### src/rtl/core/pds_pkg.sv
`timescale 1ns / 1ps
// Shared constants, register codes and types for the PLL divider search.
package pds_pkg;

  localparam int FB_DIV_MAX_DEF   = 320;
  localparam int FB_DIV_MIN       = 16;
  localparam int POST_DIV_MAX_DEF = 7;

  localparam int REF_W      = 26;
  localparam int VCO_REG_W  = 31;
  localparam int TGT_W      = 32;
  localparam int FREQ_W     = 31;
  localparam int PDIV_OUT_W = 3;
  localparam int CFG_IDX_W  = 2;
  localparam int CFG_DATA_W = 31;

  localparam logic [CFG_IDX_W-1:0] REG_REFERENCE = 2'd0;
  localparam logic [CFG_IDX_W-1:0] REG_VCO_MIN   = 2'd1;
  localparam logic [CFG_IDX_W-1:0] REG_VCO_MAX   = 2'd2;

  localparam logic [REF_W-1:0]     REFERENCE_RST = 26'd12000000;
  localparam logic [VCO_REG_W-1:0] VCO_MIN_RST   = 31'd750000000;
  localparam logic [VCO_REG_W-1:0] VCO_MAX_RST   = 31'd1600000000;

  // Sequencer to datapath control
  typedef struct packed {
    logic start;
    logic issue;
  } seq_ctl_t;

  // Best candidate so far, already in output widths
  typedef struct packed {
    logic                  found;
    logic [FREQ_W-1:0]     achieved;
    logic [VCO_REG_W-1:0]  vco;
    logic [PDIV_OUT_W-1:0] p1;
    logic [PDIV_OUT_W-1:0] p2;
    logic [TGT_W-1:0]      err;
  } result_t;

endpackage

### src/rtl/core/pds_seq.sv
`timescale 1ns / 1ps
// Search sequencer: walks feedback dividers, checks the VCO window, issues divider pairs.
module pds_seq #(
  parameter int FB_DIV_MAX   = pds_pkg::FB_DIV_MAX_DEF,
  parameter int POST_DIV_MAX = pds_pkg::POST_DIV_MAX_DEF,
  localparam int FB_W = $clog2(FB_DIV_MAX + 1),
  localparam int P_W  = $clog2(POST_DIV_MAX + 1)
) (
  input  logic                             clk,
  input  logic                             rst,
  input  logic                             start,
  input  logic [pds_pkg::REF_W-1:0]        reference_hz,
  input  logic [pds_pkg::VCO_REG_W-1:0]    vco_min_hz,
  input  logic [pds_pkg::VCO_REG_W-1:0]    vco_max_hz,
  input  logic                             pipe_busy,
  input  logic                             out_free,
  output pds_pkg::seq_ctl_t                ctl,
  output logic                             idle,
  output logic                             done_load,
  output logic [pds_pkg::VCO_REG_W-1:0]    cand_vco,
  output logic [P_W-1:0]                   cand_p1,
  output logic [P_W-1:0]                   cand_p2
);
  import pds_pkg::*;

  localparam int VCO_W = FB_W + REF_W;

  typedef enum logic [5:0] {
    S_IDLE  = 6'b000001,
    S_MUL   = 6'b000010,
    S_CHECK = 6'b000100,
    S_PAIR  = 6'b001000,
    S_DRAIN = 6'b010000,
    S_DONE  = 6'b100000
  } state_t;

  state_t            state, state_next;
  logic [FB_W-1:0]   fb, fb_next;
  logic [P_W-1:0]    p1, p1_next;
  logic [P_W-1:0]    p2, p2_next;
  logic [VCO_W-1:0]  vco;
  logic              in_window;
  logic              last_fb;

  assign in_window = (vco >= VCO_W'(vco_min_hz)) && (vco <= VCO_W'(vco_max_hz));
  assign last_fb   = (fb == FB_W'(FB_DIV_MIN));

  always_comb begin
    state_next = state;
    fb_next    = fb;
    p1_next    = p1;
    p2_next    = p2;
    unique case (state)
      S_IDLE: begin
        if (start) begin
          state_next = S_MUL;
          fb_next    = FB_W'(FB_DIV_MAX);
        end
      end
      S_MUL: begin
        state_next = S_CHECK;
      end
      S_CHECK: begin
        if (in_window) begin
          state_next = S_PAIR;
          p1_next    = P_W'(POST_DIV_MAX);
          p2_next    = P_W'(POST_DIV_MAX);
        end else if (last_fb) begin
          state_next = S_DRAIN;
        end else begin
          fb_next    = fb - FB_W'(1);
          state_next = S_MUL;
        end
      end
      S_PAIR: begin
        if (p2 == P_W'(1)) begin
          if (p1 == P_W'(1)) begin
            if (last_fb) begin
              state_next = S_DRAIN;
            end else begin
              fb_next    = fb - FB_W'(1);
              state_next = S_MUL;
            end
          end else begin
            p1_next = p1 - P_W'(1);
            p2_next = p1 - P_W'(1);
          end
        end else begin
          p2_next = p2 - P_W'(1);
        end
      end
      S_DRAIN: begin
        if (!pipe_busy) begin
          state_next = S_DONE;
        end
      end
      S_DONE: begin
        if (out_free) begin
          state_next = S_IDLE;
        end
      end
      default: begin
        state_next = S_IDLE;
      end
    endcase
  end

  always_ff @(posedge clk) begin
    if (rst) begin
      state <= S_IDLE;
      fb    <= '0;
      p1    <= '0;
      p2    <= '0;
    end else begin
      state <= state_next;
      fb    <= fb_next;
      p1    <= p1_next;
      p2    <= p2_next;
    end
  end

  // VCO product for the current feedback divider
  always_ff @(posedge clk) begin
    if (state == S_MUL) begin
      vco <= fb * reference_hz;
    end
  end

  assign ctl.start = start && (state == S_IDLE);
  assign ctl.issue = (state == S_PAIR);
  assign idle      = (state == S_IDLE);
  assign done_load = (state == S_DONE) && out_free;
  assign cand_vco  = vco[VCO_REG_W-1:0];
  assign cand_p1   = p1;
  assign cand_p2   = p2;

endmodule

### src/rtl/core/pds_div.sv
`timescale 1ns / 1ps
// Shared divide unit: VCO over post-divider product by reciprocal multiply and correction.
module pds_div #(
  parameter int POST_DIV_MAX = pds_pkg::POST_DIV_MAX_DEF,
  localparam int P_W  = $clog2(POST_DIV_MAX + 1),
  localparam int DMAX = POST_DIV_MAX * POST_DIV_MAX,
  localparam int D_W  = $clog2(DMAX + 1)
) (
  input  logic                          clk,
  input  logic                          rst,
  input  pds_pkg::seq_ctl_t             ctl,
  input  logic [pds_pkg::VCO_REG_W-1:0] vco,
  input  logic [P_W-1:0]                p1,
  input  logic [P_W-1:0]                p2,
  output logic                          res_valid,
  output logic [pds_pkg::FREQ_W-1:0]    res_freq,
  output logic [pds_pkg::VCO_REG_W-1:0] res_vco,
  output logic [P_W-1:0]                res_p1,
  output logic [P_W-1:0]                res_p2,
  output logic                          busy
);
  import pds_pkg::*;

  localparam int NSTG = 5;
  localparam int QD_W = VCO_REG_W + D_W;
  localparam int PR_W = VCO_REG_W + 32;

  logic [NSTG-1:0]      v;
  logic [VCO_REG_W-1:0] vco_s [NSTG];
  logic [P_W-1:0]       p1_s  [NSTG];
  logic [P_W-1:0]       p2_s  [NSTG];

  logic [31:0]          recip [2**D_W];
  logic [D_W-1:0]       d1, d2, d3, d4;
  logic [31:0]          m2;
  logic [PR_W-1:0]      prod;
  logic [FREQ_W-1:0]    q3, q4, freq5;
  logic [QD_W-1:0]      qd4;
  logic [QD_W-1:0]      rem;

  // floor(2^32 / d), clamped to 32 bits; quotient estimate is then exact or one low
  for (genvar gd = 0; gd < 2**D_W; gd++) begin : g_recip
    localparam logic [32:0] FULL = 33'h1_0000_0000 / ((gd == 0) ? 1 : gd);
    localparam logic [31:0] M    = (FULL > 33'h0_FFFF_FFFF) ? 32'hFFFF_FFFF : FULL[31:0];
    assign recip[gd] = M;
  end

  assign prod = PR_W'(vco_s[1]) * PR_W'(m2);
  assign rem  = QD_W'(vco_s[3]) - qd4;

  always_ff @(posedge clk) begin
    if (rst) begin
      v <= '0;
    end else begin
      v <= {v[NSTG-2:0], ctl.issue};
    end
  end

  always_ff @(posedge clk) begin
    vco_s[0] <= vco;
    p1_s[0]  <= p1;
    p2_s[0]  <= p2;
    for (int i = 1; i < NSTG; i++) begin
      vco_s[i] <= vco_s[i-1];
      p1_s[i]  <= p1_s[i-1];
      p2_s[i]  <= p2_s[i-1];
    end
    d1    <= D_W'(p1) * D_W'(p2);
    m2    <= recip[d1];
    d2    <= d1;
    q3    <= prod[PR_W-1:32];
    d3    <= d2;
    qd4   <= QD_W'(q3) * QD_W'(d3);
    q4    <= q3;
    d4    <= d3;
    freq5 <= (rem >= QD_W'(d4)) ? (q4 + FREQ_W'(1)) : q4;
  end

  assign res_valid = v[NSTG-1];
  assign res_freq  = freq5;
  assign res_vco   = vco_s[NSTG-1];
  assign res_p1    = p1_s[NSTG-1];
  assign res_p2    = p2_s[NSTG-1];
  assign busy      = |v;

endmodule

### src/rtl/core/pds_best.sv
`timescale 1ns / 1ps
// Error stage and best-candidate tracking.
module pds_best #(
  parameter int POST_DIV_MAX = pds_pkg::POST_DIV_MAX_DEF,
  localparam int P_W = $clog2(POST_DIV_MAX + 1)
) (
  input  logic                          clk,
  input  logic                          rst,
  input  pds_pkg::seq_ctl_t             ctl,
  input  logic [pds_pkg::TGT_W-1:0]     target_hz,
  input  logic                          cand_valid,
  input  logic [pds_pkg::FREQ_W-1:0]    cand_freq,
  input  logic [pds_pkg::VCO_REG_W-1:0] cand_vco,
  input  logic [P_W-1:0]                cand_p1,
  input  logic [P_W-1:0]                cand_p2,
  output pds_pkg::result_t              best,
  output logic                          busy
);
  import pds_pkg::*;

  logic [TGT_W-1:0]     target_r;
  logic [TGT_W-1:0]     freq_ext;
  logic                 e_valid;
  logic [TGT_W-1:0]     e_err;
  logic [FREQ_W-1:0]    e_freq;
  logic [VCO_REG_W-1:0] e_vco;
  logic [P_W-1:0]       e_p1, e_p2;
  logic                 take;

  assign freq_ext = TGT_W'(cand_freq);
  // strictly smaller error wins, so the earliest of equals stays
  assign take     = e_valid && (!best.found || (e_err < best.err));

  always_ff @(posedge clk) begin
    if (ctl.start) begin
      target_r <= target_hz;
    end
    e_err  <= (freq_ext >= target_r) ? (freq_ext - target_r) : (target_r - freq_ext);
    e_freq <= cand_freq;
    e_vco  <= cand_vco;
    e_p1   <= cand_p1;
    e_p2   <= cand_p2;
  end

  always_ff @(posedge clk) begin
    if (rst) begin
      e_valid    <= 1'b0;
      best.found <= 1'b0;
    end else begin
      e_valid <= cand_valid;
      if (ctl.start) begin
        best <= '0;
      end else if (take) begin
        best.found    <= 1'b1;
        best.achieved <= e_freq;
        best.vco      <= e_vco;
        best.p1       <= PDIV_OUT_W'(e_p1);
        best.p2       <= PDIV_OUT_W'(e_p2);
        best.err      <= e_err;
      end
    end
  end

  assign busy = e_valid;

endmodule

### src/rtl/core/pll_divider_search.sv
`timescale 1ns / 1ps
// Top level of the PLL feedback and post-divider search.
//
//  channel  | handshake                 | payload
//  ---------+---------------------------+---------------------------------------------
//  config   | cfg_write                 | cfg_index, cfg_data
//  request  | in_valid / in_stall       | target_hz
//  result   | out_valid / out_stall     | found, achieved_hz, vco_hz, first_post_div,
//           |                           | second_post_div, error_hz
//
// One transaction in gives one transaction out. For each feedback value (FB_DIV_MAX down
// to FB_DIV_MIN) the search forms the VCO product and checks it against the VCO window;
// for a value inside the window it issues every post-divider pair (first >= second)
// through the shared divide unit, and at the end it waits for the pipeline to drain.
// Defaults: 305 feedback values and 28 post-divider pairs per value in the window.
// Synchronous reset restores the register defaults and empties the search.
// The request side is stalled while a search runs; a finished result sits in the
// output register, so a new request is taken while that result is still stalled.
module pll_divider_search #(
  parameter int FB_DIV_MAX   = pds_pkg::FB_DIV_MAX_DEF,
  parameter int POST_DIV_MAX = pds_pkg::POST_DIV_MAX_DEF
) (
  input  logic                           clk,
  input  logic                           rst,
  input  logic                           cfg_write,
  input  logic [pds_pkg::CFG_IDX_W-1:0]  cfg_index,
  input  logic [pds_pkg::CFG_DATA_W-1:0] cfg_data,
  input  logic                           in_valid,
  output logic                           in_stall,
  input  logic [pds_pkg::TGT_W-1:0]      target_hz,
  output logic                           out_valid,
  input  logic                           out_stall,
  output logic                           found,
  output logic [pds_pkg::FREQ_W-1:0]     achieved_hz,
  output logic [pds_pkg::VCO_REG_W-1:0]  vco_hz,
  output logic [pds_pkg::PDIV_OUT_W-1:0] first_post_div,
  output logic [pds_pkg::PDIV_OUT_W-1:0] second_post_div,
  output logic [pds_pkg::TGT_W-1:0]      error_hz
);
  import pds_pkg::*;

  localparam int P_W = $clog2(POST_DIV_MAX + 1);

  // configuration registers
  logic [REF_W-1:0]     ref_hz;
  logic [VCO_REG_W-1:0] vco_min;
  logic [VCO_REG_W-1:0] vco_max;

  seq_ctl_t             ctl;
  logic                 seq_idle;
  logic                 done_load;
  logic                 in_accept;
  logic                 out_free;
  logic                 pipe_busy;
  logic                 div_busy;
  logic                 best_busy;

  logic [VCO_REG_W-1:0] cand_vco;
  logic [P_W-1:0]       cand_p1, cand_p2;

  logic                 div_valid;
  logic [FREQ_W-1:0]    div_freq;
  logic [VCO_REG_W-1:0] div_vco;
  logic [P_W-1:0]       div_p1, div_p2;

  result_t              best;
  result_t              res;

  // drop writes to unknown indexes
  always_ff @(posedge clk) begin
    if (rst) begin
      ref_hz  <= REFERENCE_RST;
      vco_min <= VCO_MIN_RST;
      vco_max <= VCO_MAX_RST;
    end else if (cfg_write) begin
      unique case (cfg_index)
        REG_REFERENCE: ref_hz  <= cfg_data[REF_W-1:0];
        REG_VCO_MIN:   vco_min <= cfg_data;
        REG_VCO_MAX:   vco_max <= cfg_data;
        default: begin
        end
      endcase
    end
  end

  // hold off requests while a search runs or during reset
  assign in_stall  = rst || !seq_idle;
  assign in_accept = in_valid && !in_stall;
  assign out_free  = !out_valid || !out_stall;
  assign pipe_busy = div_busy || best_busy;

  pds_seq #(
    .FB_DIV_MAX   (FB_DIV_MAX),
    .POST_DIV_MAX (POST_DIV_MAX)
  ) u_seq (
    .clk          (clk),
    .rst          (rst),
    .start        (in_accept),
    .reference_hz (ref_hz),
    .vco_min_hz   (vco_min),
    .vco_max_hz   (vco_max),
    .pipe_busy    (pipe_busy),
    .out_free     (out_free),
    .ctl          (ctl),
    .idle         (seq_idle),
    .done_load    (done_load),
    .cand_vco     (cand_vco),
    .cand_p1      (cand_p1),
    .cand_p2      (cand_p2)
  );

  pds_div #(
    .POST_DIV_MAX (POST_DIV_MAX)
  ) u_div (
    .clk       (clk),
    .rst       (rst),
    .ctl       (ctl),
    .vco       (cand_vco),
    .p1        (cand_p1),
    .p2        (cand_p2),
    .res_valid (div_valid),
    .res_freq  (div_freq),
    .res_vco   (div_vco),
    .res_p1    (div_p1),
    .res_p2    (div_p2),
    .busy      (div_busy)
  );

  pds_best #(
    .POST_DIV_MAX (POST_DIV_MAX)
  ) u_best (
    .clk        (clk),
    .rst        (rst),
    .ctl        (ctl),
    .target_hz  (target_hz),
    .cand_valid (div_valid),
    .cand_freq  (div_freq),
    .cand_vco   (div_vco),
    .cand_p1    (div_p1),
    .cand_p2    (div_p2),
    .best       (best),
    .busy       (best_busy)
  );

  // output register: load the finished search, release on a taken transaction
  always_ff @(posedge clk) begin
    if (rst) begin
      out_valid <= 1'b0;
    end else if (done_load) begin
      out_valid <= 1'b1;
    end else if (!out_stall) begin
      out_valid <= 1'b0;
    end
  end

  always_ff @(posedge clk) begin
    if (done_load) begin
      res <= best;
    end
  end

  assign found           = res.found;
  assign achieved_hz     = res.achieved;
  assign vco_hz          = res.vco;
  assign first_post_div  = res.p1;
  assign second_post_div = res.p2;
  assign error_hz        = res.err;

  // a request always starts a search that blocks the next one
  a_accept_blocks : assert property (@(posedge clk) disable iff (rst)
    in_accept |=> in_stall)
    else $error("request taken while a search was starting");

  // candidates only flow during a search
  a_issue_busy : assert property (@(posedge clk) disable iff (rst)
    ctl.issue |-> in_stall)
    else $error("candidate issued while idle");

  // result must not be captured before the datapath has drained
  a_load_drained : assert property (@(posedge clk) disable iff (rst)
    done_load |-> !pipe_busy)
    else $error("result loaded with candidates still in flight");

  // an empty search reports all-zero fields
  a_empty_zero : assert property (@(posedge clk) disable iff (rst)
    (out_valid && !found) |-> (achieved_hz == '0 && vco_hz == '0 && error_hz == '0))
    else $error("empty search returned non-zero fields");

endmodule
### config.mk
export PLATFORM = sky130hd
export DESIGN_NAME = pll_divider_search
export DESIGN_NICKNAME = d
export VERILOG_FILES = /design/src/rtl/core/pds_pkg.sv /design/src/rtl/core/pds_seq.sv /design/src/rtl/core/pds_div.sv /design/src/rtl/core/pds_best.sv /design/src/rtl/core/pll_divider_search.sv
export SDC_FILE = /design/constraint.sdc
export NUM_CORES = 2
export LEC_CHECK = 0
export BUFFER_PORTS_ARGS = -buffer_cell sky130_fd_sc_hd__buf_2
export CAP_MARGIN = 20
export CORE_ASPECT_RATIO = 1.1
export CORE_UTILIZATION = 35
export CTS_CLUSTER_DIAMETER = 80
export CTS_CLUSTER_SIZE = 16
export DETAILED_ROUTE_END_ITERATION = 12
export HOLD_SLACK_MARGIN = 0.08
export SYNTH_ARGS = -nofsm -noshare
export SYNTH_HDL_FRONTEND = slang
export SYNTH_SLANG_ARGS = --single-unit
### constraint.sdc
create_clock -name clk -period 7.4 [get_ports clk]
set_input_delay 0 -clock clk [delete_from_list [all_inputs] [get_ports clk]]
set_output_delay 0 -clock clk [all_outputs]
set_load 0.03 [all_outputs]
Yosys cells after proc, flatten, opt, wreduce, memory -nomap -nowiden
Memory sizes are Yosys's and may differ from the RTL's. A register that Yosys moved wholly into a read port is not among the register bits.
Index checks and enable logic that the tools add are counted.
- bits in registers: 602
- RAM bits: 185
- bits in read-only memories: 2048
- bits of input ports: 70
- logic and storage cells: 130
- memories: 4
- memories (name ; depth ; width ; read ports ; clocked after memory_dff ; wr ports ; line ; source):
    (no name shown) ; 64 ; 32 ; 1 ; 1 ; 0 ; pds_div.sv:69 ; m2 <= recip[d1];
    u_div.vco_s ; 5 ; 31 ; 5 ; 1 ; 5 ; pds_div.sv:29 ; logic [VCO_REG_W-1:0] vco_s [NSTG];
    u_div.p1_s ; 5 ; 3 ; 5 ; 1 ; 5 ; pds_div.sv:30 ; logic [P_W-1:0] p1_s [NSTG];
    u_div.p2_s ; 5 ; 3 ; 5 ; 1 ; 5 ; pds_div.sv:31 ; logic [P_W-1:0] p2_s [NSTG];
- $add $sub $neg: 7
- $mul: 4
- magnitude comparators: 5
- eq/ne operators: 21
- mux-type cells: 25
- bitwise logic cells: 2
- reductions and logical operators: 28
- operators with widths (kind ; number):
    100-bit two-way mux ; 1
    31-bit by 32-bit multiplier with 63-bit output ; 1
    9-bit two-way mux ; 5
    37-bit by 6-bit greater-or-equal comparator with 1-bit output ; 1
    31-bit by 6-bit multiplier with 37-bit output ; 1
    31-bit by 37-bit subtractor with 37-bit output ; 1
    6-bit two-way mux ; 6
    6-bit case mux with 6 select lines ; 1
    35-bit by 31-bit greater-or-equal comparator with 1-bit output ; 1
    35-bit by 31-bit less-or-equal comparator with 1-bit output ; 1
    9-bit by 26-bit multiplier with 35-bit output ; 1
    31-bit by 32-bit greater-or-equal comparator with 1-bit output ; 1
    32-bit less-than comparator ; 1
    32-bit two-way mux ; 1
    31-bit by 32-bit subtractor with 32-bit output ; 1
    32-bit by 31-bit subtractor with 32-bit output ; 1
    31-bit by 1-bit adder with 31-bit output, second input constant ; 1
    31-bit two-way mux ; 1
    9-bit case mux with 3 select lines ; 1
    3-bit two-way mux ; 4
    3-bit case mux with 2 select lines ; 2
    2-bit != test, second input constant ; 5
    5-bit AND reduction ; 2
    9-bit by 5-bit == test with 1-bit output, second input constant ; 1
    other kinds (29) ; 50

Depth between registers and ports, before layout
- depth after elaboration: 8
- gate-level depth with buffers: 31
- mapped depth without buffers: 30

Modules after synthesis
A second synthesis with hierarchy kept.
- cells, all modules: 8014
- area, all modules: 78240.0 sq um
- modules (own cells, without submodules) (module ; instances ; cells an instance ; area an instance (sq um) ; seq. area each (sq um)):
    pds_div ; 1 ; 5280 ; 49276.0 ; 7527.2
    pds_best ; 1 ; 1021 ; 11223.3 ; 6005.8
    pds_seq ; 1 ; 1261 ; 11104.4 ; 1471.4
    pll_divider_search ; 1 ; 452 ; 6636.4 ; 4814.6

Worst setup path after synthesis
OpenSTA, ideal clock, no wires.
- path type: reg-to-reg
- start point: register, netlist name u_best.best[1]
- end point: register, netlist name u_best.best[0]
- setup time: 0.601 ns
- arrival: 7.067 ns
- required time: 6.799 ns
- setup slack: -0.268 ns
- stages on the path, launching flop included: 14
- clock period less this slack: 7.668 ns
- path through: edfxtp_1 inv_1 ha_1 a21o_1 a21o_1 a21o_1 a21o_1 a21o_1 a21o_1 a21oi_1 nor2b_1 o211ai_1 a211oi_1 o221ai_1
- word-level cells in the longest chain between the ends: 5
- ends and longest elaborated chain (item ; line ; source):
    32-bit less-than comparator ; pds_best.sv:32 ; assign take = e_valid && (!best.found || (e_err < best.err));
    1-bit logical OR ; pds_best.sv:32 ;
    1-bit logical AND ; pds_best.sv:32 ;
    2-bit nonzero test (no line) ; n/a ;
    2-bit AND reduction (no line) ; n/a ;
Every way passes these cells.
A chain may end at the register's enable or synchronous reset.

Worst setup path in the final report
- start point: register u_div.m2[5]
- end point: register u_div.q3[30]
- word-level cells in the longest chain between the ends: 1
- ends and longest elaborated chain (item ; line ; source):
    start, declared ; pds_div.sv:35 ; logic [31:0] m2;
    31-bit by 32-bit multiplier with 63-bit output ; pds_div.sv:48 ; assign prod = PR_W'(vco_s[1]) * PR_W'(m2);
    via u_div.prod[62] ; pds_div.sv:36 ; logic [PR_W-1:0] prod;
    end signal, assigned ; pds_div.sv:71 ; q3 <= prod[PR_W-1:32];
    end, declared ; pds_div.sv:37 ; logic [FREQ_W-1:0] q3, q4, freq5;
The timed path passes the listed nets, and every way through them passes these cells.

==> run_results.csv <==
group,metric,value,unit
grt,grt_overflow,0,
sta,post-route-min-period,7.52,ns
yosys,synth_nets,9676,
sta,drv_slew,0,
sta,max_freq,133,MHz
grt,grt_pass1_wl,323,mm
yosys,synth_area_per_cell,9.70,um^2
drt,drt_iter0_drc,2889,
sta,rsz0062_at_grt,"true",
worst_hold_path,hold-path-cell-count,3,
grt,grt_pass1_vias,58216,
setup_path,slowest_stage,"fa_1",
run_status,violations,"setup timing",
worst_hold_path,holdCritPathClass,"in -> reg",
yosys,syn-cell-area,76400,um^2
layout,fill_cells,21008,
place,dpl.hpwl,166,mm
setup_path,reg2reg_depth,30,
cts,clk_latency,0.71,ns
cts,clock_tree.root_cell,"clkbuf_16",
drt,num_vias,54157,
yosys,synth-edff-count,268,
floorplanning,rows,179,
yosys,synthCells,7874,
setup_path,crit_path_max_fanout,11,
setup_path,cp_data_required_time,8.02,ns
sta,finalClockSkew,0.0634,ns
sta,hold_violations,0,
floorplanning,initial_core_util,0.353,
grt,grt_max_degree,89,
yosys,synth-main-ff-cell,"dfxtp_1",
sta,setup_viol,4,
cts,clk_path_buf_depth,3,
setup_path,cp-end-kind,"flop",
cts,cts_tree,"built",
layout,drive_gt1_frac,0.103,
drt,ant_nets,0,
place,place_area,83000,um^2
cts,path_clk_slew,0.08,ns
flow_run,max_cap_viol_count,0,
grt,track_usage,0.187,
setup_path,cp.arrival,8.15,ns
floorplanning,fp.dieArea,220000,um^2
layout,nets,10049,
drt,wl,203,mm
setup_path,crit_path_start_kind,"flop",
setup_path,r2r_setup_slack,-0.12,ns
layout,final_common_cell,"inv_1",
run_status,status,"finished with violations",
drt,drt-pass1-iter-count,6,
sta,worst_pin_slew,1.00,ns
layout,area_delta_synth_final,14.4,%
sta,timing.final.ws_setup,-0.123,ns
setup_path,cpPeakStageDelay,0.54,ns
yosys,ys_seq_area_frac,0.260,
drt,drc,0,
place,numPortBuffers,172,
drt,vias_per_cell,4.84,
floorplanning,die_height,492,um
layout,final_area,87400,um^2
place,gp_congestion,0.942,
yosys,synth_cell_types,88,
yosys,synth-seq-cells,856,
setup_path,cpMostUsedCell,"fa_1",
floorplanning,fp.dieW,447,um
floorplanning,ios,173,
floorplanning,core,217000,um^2
grt,antenna_found_initial,6,
cts,cts.sinks,856,
cts,cts-buffers-inserted,73,
setup_path,path_class,"reg -> reg",
layout,final_cell_mix,"1303 x inv_1, 1134 x nand2_1, 1125 x fa_1",
yosys,ys_warn_count,0,
yosys,ys_async_sr_fraction,0,
drt,wl_per_cell,18.1,um
sta,finalCritPeriodShare,1.02,
cts,htree_levels,3,
sta,max_slew_margin,0.330,
Yosys cell counts, drive strengths merged, types with 12 or more instances:
| cell | n | area, um^2 |
|---|---|---|
| fa | 1156 | 23100 |
| clkbuf | 339 | 1270 |
| o22ai | 12 | 75.1 |
| nand2b | 33 | 206 |
| xnor2 | 105 | 920 |
| nor3 | 42 | 210 |
| a211o | 19 | 166 |
| inv | 1316 | 4940 |
| nand3b | 32 | 240 |
| nand4 | 46 | 288 |
| and3 | 30 | 188 |
| ha | 576 | 7210 |
| dfxtp | 588 | 11800 |
| a31oi | 25 | 156 |
| xor2 | 79 | 692 |
| and2 | 757 | 4740 |
| o21bai | 22 | 165 |
| o31ai | 12 | 90.1 |
| a21oi | 315 | 1580 |
| nand3 | 69 | 345 |
| nor4 | 13 | 87.6 |
| a211oi | 35 | 268 |
| edfxtp | 268 | 8050 |
| o211ai | 22 | 170 |
| o21ai | 161 | 817 |
| nor2 | 209 | 805 |
| nor2b | 48 | 300 |
| buf | 49 | 209 |
| mux2i | 17 | 170 |
| nor3b | 12 | 90.1 |
| a21o | 137 | 1030 |
| nand2 | 1141 | 4290 |
| o21a | 22 | 165 |
sequential cells by signal, indices dropped and copies added, names as in the netlist, 32 cells and up:
register,cells
u_div.vco_s,155
u_best.best,101
u_div.qd4,37
u_seq.vco,35
error_hz,32
u_best.e_err,32
u_best.target_r,32
u_div.m2,32
metal layers:
layer,vias to the layer above,routed length (um),GRT usage
met3,274,9430,0.0198
met2,1306,100000,0.326
li1,25261,-,-
met1,27316,87900,0.242
met4,0,5600,0.0551
met5,-,0,0
per-stage QoR:
step	cells	setup WS, ns	util	hold WS (ns)	TNS [ns]
finish	11200	-0.123	0.403	0.145	-0.202
global route	11195	-0.342	0.403	0.122	-2.94
CTS	11180	-0.0427	0.401	0.0801	-0.0742
detailed placement	10923	-0.730	0.383	0.178	-7.14
global placement	10923	-0.605	0.383	0.178	-5.19
floorplan	7874	0.220	-	0.0989	0
path summary, 6_finish.rpt:
check	from	end
hold reg to reg	u_div.vco_s[4][17]$_DFF_P_	u_best.e_vco[17]$_DFF_P_
setup / recovery	u_div.m2[5]$_DFF_P_	u_div.q3[30]$_DFF_P_
setup reg to reg	u_div.m2[5]$_DFF_P_	u_div.q3[30]$_DFF_P_
hold / removal	cfg_data[19]	vco_max[19]$_SDFFE_PP1P_
layout make-up:
type / count / area (um^2) / share of cell area
multi-input cells: 5312 / 50600 / 0.580
flip-flops and latches: 856 / 19900 / 0.227
repair buffers: 686 / 5950 / 0.0681
inverters: 1318 / 4950 / 0.0566
well taps: 2896 / 3620 / 0.0415
clock buffers: 100 / 2000 / 0.0229
clock inverters: 27 / 327 / 0.00374
diodes: 5 / 12.5 / 0.000143
cell families (layout without fill, tap and decap cells):
group / count (synthesis) / count (layout) / synth area share
DFF: 856 / 856 / 0.260
AOI/OAI and AO/OA: 893 / 893 / 0.0747
adders and majority gates: 1732 / 1732 / 0.397
other: 0 / 5 / 0
buffers and inverters: 1706 / 2131 / 0.0842
muxes: 26 / 26 / 0.00444
and+or+nand+nor: 2477 / 2477 / 0.159
xor gates and xnor gates: 184 / 184 / 0.0211
what timing repair did:
item                       CTS  global route
setup endpoints to repair   21            21
hold buffers               117             0
resized for setup          104            70
cloned                       1             0
hold endpoints to repair   186             0
pin swaps                   55            66
setup buffers               12            16
critical path, delay by kind of cell, from the launching register on:
kind	cells	cell delay, ns
xor gates and xnor gates	1	0.13
adders and majority gates	9	4.21
DFF	1	0.35
AOI/OAI and AO/OA	9	1.56
buffers and inverters	8	0.92
and+or+nand+nor	3	0.27
Power is not shown: default switching activity piles up to over one toggle a cycle in this logic, so the estimate is an artifact.
